## config.mk

```make
export PLATFORM = sky130hd
export DESIGN_NAME = mshp_ram
export DESIGN_NICKNAME = d
export VERILOG_FILES = /design/src/design/mshp_ram.sv
export SDC_FILE = /design/constraint.sdc
export NUM_CORES = 2
export LEC_CHECK = 0
export ABC_CLOCK_PERIOD_IN_PS = 2670
export BUFFER_PORTS_ARGS = -buffer_cell sky130_fd_sc_hd__buf_2
export CELL_PAD_IN_SITES_DETAIL_PLACEMENT = 0
export CELL_PAD_IN_SITES_GLOBAL_PLACEMENT = 1
export CORE_AREA = 3 3 477 479
export CTS_BUF_LIST = sky130_fd_sc_hd__clkbuf_4
export DETAILED_ROUTE_END_ITERATION = 8
export DIE_AREA = 0 0 480 482
export PLACE_DENSITY = 0.68
export SLEW_MARGIN = 0
export SYNTH_ARGS = -nofsm -noshare
export SYNTH_HDL_FRONTEND = slang
export SYNTH_SLANG_ARGS = --single-unit
```

## constraint.sdc

```tcl
create_clock -name clock -period 2.67 [get_ports clock]
set_input_delay 0.267 -clock clock [delete_from_list [all_inputs] [get_ports clock]]
set_output_delay 0.267 -clock clock [all_outputs]
set_load 0.005 [all_outputs]
```

## src/design/mshp_ram.sv

```systemverilog
`timescale 1ns / 1ps
`default_nettype none

module mshp_ram #(
   parameter int WIDTH = 9,
   parameter int DEPTH = 256,
   parameter int AW    = 8
) (
   input  wire logic             clock,
   input  wire logic             wr_en,
   input  wire logic [AW-1:0]    wr_addr,
   input  wire logic [WIDTH-1:0] wr_data,
   input  wire logic [AW-1:0]    rd_addr,
   output      logic [WIDTH-1:0] rd_data
);

   logic [WIDTH-1:0] mem [DEPTH];

   always_ff @(posedge clock) begin
      if (wr_en) begin
         mem[wr_addr] <= wr_data;
      end
      rd_data <= mem[rd_addr];
   end

endmodule

`default_nettype wire

```

==> metrics.txt <==
r2r startpoint=mem[14][3]$_DFFE_PP_; Clk pin slew, worst setup/hold paths=0.07 ns; WL final=240 mm; worst-path cell chain=mux4_2, a22oi_1, o31a_1, o21ai_0, a211oi_1, nor4_1; Post-Syn Area=0.0893 mm²; Crit. End Element=flop; critical-path maximum fanout=1; Final nets=5364; Worst path max stage delay=0.79 ns; Synth Register Bits=2313; number of remaining DRC errors=0; GPL Wtd Cong=0.848; Area after DPL=0.0980 mm²; Slew Viols, Final=0; vias in the first global route=49.6k; post-synth cell types=57; crit path time final=2.64 ns; H-tree level count=6; sequential fraction of the synthesis area=77.7%; Worst path slowest cell=a211oi_1; post-detail-place hpwl=149 mm; Max Root-Sink Buffers=4; pre-CTS setup slack=-0.898 ns; arrival time worst endpoint=3.78 ns; Max Fclk=379 MHz; Vias=48.3k; Mapped Cells=4237; Mean Syn Cell Area=21.1 µm²; Die Y=482 µm; count of boundary I/O pins=36; ys async rst share=0%; Critical Path RT=3.81 ns; CTS tree=built; P&R area growth vs syn=18.3%; initial DRC count=5283; post-CTS setup buffer count=0; final period utilization=98.9%; min-delay src=rd_addr[6]; PwrDens=690 mW/mm²; RSZ-0062 raised after global routing=no; initial core utilization=39.9%; Slew @ Worst Pin=1.03 ns; clk sinks=2313; first-pass GRT wire length=346 mm; die area=0.231 mm²; cell internal pwr=0.0565 W; Worst setup SP type=flop; Total Routing Usage GR=20.7%; CTS root buf=clkbuf_4; Most used DFF post-synth=edfxtp_1; max cap viols=0; clk_skew=0.0964 ns; EDFF count, synth=2304; Sw Pwr=0.0164 W; TritonRoute pass-1 iters=5; layout cell share with drive strength beyond 1=36.7%; final hold vios=0; Seq pwr share=55.0%; Rel. slew slack=31.4%; Core Footprint=0.224 mm²; post-DR vias/cell=5.53; Synth Net Count=4264; Setup Viol. Count Final=0; status=finished, final reports clean; Core Util, Final=47.1%; Max VDD drop=0.000462 V; Leak Pwr=34.7 nW; critical path class=reg -> reg; initial antenna violation count=21; pin count of the biggest net entering global routing=105; Clk pwr share=39.2%; Final ANT Viol Nets=0; Hold WC Path Type=in -> reg; Min Hold Slack=0.268 ns; CP Launch Point=mem[14][3]$_DFFE_PP_; clk_lat worst skew=1.33 ns; Comb power frac=5.8%; Num CTS Buffers=588; Die Width=480 µm; final instance area=0.106 mm²; total congestion overflow=0; Warnings, synthesis=0; sw frac=22.5%; Pwr Total=0.0729 W; wire per inst=27.5 µm; Port Buffer Count=35; Rows=174; Final WS setup=0.0301 ns
registers in the layout, summed over array words and instances (netlist names):
signal,flops
rd_data,9
mem,2304
layout make-up:
type	instances	area (µm²)
diodes	15	37.5
clock buffers	822	6170
clock inverters	147	764
fillers	18800	118000
inverters	2	7.51
multi-input cells	1663	18400
flip-flops and latches	2313	69400
well taps	2992	3740
repair buffers	769	7070
power groups by stage:
| stage | Combinational [W] | Clock, W | Sequential [W] |
|---|---|---|---|
| finish | 0.00424 | 0.0285 | 0.0401 |
| global route | 0.00446 | 0.0313 | 0.0401 |
| CTS | 0.00426 | 0.0293 | 0.0401 |
| detailed placement | 0.00412 | 0 | 0.0409 |
| global placement | 0.00407 | 0 | 0.0409 |
| floorplan | 0.00190 | 0 | 0.0408 |
timing repair:
action	in CTS	in global routing
gates resized for setup	4	3
hold buffers	49	0
endpoints found under the hold margin	4593	0
setup endpoints to repair	3	2
logic make-up (layout without fill, tap and decap cells):
kind of cell / Yosys count / count (layout) / synth area share (%)
other: 0 / 15 / 0
and+or+nand+nor: 500 / 500 / 2.50
buffers and inverters: 261 / 1740 / 1.75
DFF: 2313 / 2313 / 77.7
AOI/OAI and AO/OA: 489 / 489 / 3.75
muxes: 674 / 674 / 14.3
critical path: cells and delay by family, from the launching register on:
kind            cells  cell delay [ns]
simple gates        1             0.10
mux                 1             0.46
compound gates      4             1.55
flops               1             0.37
cell usage in the layout (no fill, tap or decap), drive strengths merged, types with 26 or more instances in the layout:
master / count
clkinv: 122
nor2b: 28
nor2: 305
buf: 729
clkbuf: 822
nor4: 27
o21ai: 36
a22oi: 174
o221ai: 36
mux4: 476
a21oi: 98
o22ai: 65
nand3: 31
mux2i: 177
nand2: 40
a211oi: 26
edfxtp: 2304
dlygate4sd3: 40
worst paths after layout:
check,endpoint,slack (ns),cells past startpoint
setup / recovery,rd_data[3]$_DFF_P_,0.03,6
hold / removal,rd_data[5]$_DFF_P_,0.27,7
setup reg to reg,rd_data[3]$_DFF_P_,0.03,6
hold reg to reg,rd_data[6]$_DFF_P_,0.96,5
per-stage QoR:
step / setup TNS, ns / instances
2_1_floorplan: 0 / 4237
3_3_place_gp: -3.77 / 7690
3_5_place_dp: -3.81 / 7690
4_1_cts: 0 / 8708
5_1_grt: 0 / 8713
6_report: 0 / 8723
metal layers:
| layer | global-route usage [%] | vias up | routed length (µm) |
|---|---|---|---|
| li1 | - | 20400 | - |
| met1 | 28.1 | 25300 | 96800 |
| met2 | 32.5 | 2245 | 115000 |
| met3 | 5.25 | 355 | 21400 |
| met4 | 7.48 | 6 | 6990 |
| met5 | 0 | - | 41 |
cells in the mapped netlist, types with 2 or more instances:
library cell / n / area (µm²)
a211o_1: 3 / 26.3
a211oi_1: 26 / 195
a21oi_1: 98 / 490
a221oi_1: 11 / 96.3
a22o_1: 8 / 70.1
a22oi_1: 174 / 1310
a311oi_1: 3 / 26.3
a31oi_1: 10 / 62.6
a32oi_1: 3 / 26.3
and2_1: 2 / 12.5
and3_1: 3 / 18.8
and3b_1: 4 / 35.0
buf_1: 14 / 52.6
buf_12: 5 / 100
buf_2: 54 / 270
buf_4: 28 / 210
buf_6: 26 / 293
buf_8: 12 / 180
clkbuf_1: 120 / 450
dfxtp_1: 9 / 180
edfxtp_1: 2304 / 69200
mux2_2: 21 / 236
mux2i_1: 177 / 1770
mux4_1: 9 / 236
mux4_2: 467 / 10500
nand2_1: 40 / 150
nand2b_1: 9 / 56.3
nand3_1: 31 / 155
nand3b_1: 3 / 22.5
nand4_1: 11 / 68.8
nor2_1: 305 / 1140
nor2b_1: 28 / 175
nor3_1: 21 / 105
nor3b_1: 3 / 22.5
nor4_1: 27 / 169
o21ai_0: 31 / 155
o21ai_1: 5 / 25.0
o221ai_1: 35 / 307
o22ai_1: 65 / 407
o31a_1: 8 / 70.1
o32a_1: 2 / 20.0
o32ai_1: 3 / 26.3
or2_0: 2 / 12.5
or2_2: 4 / 25.0
(Power assumes the default switching activity.)
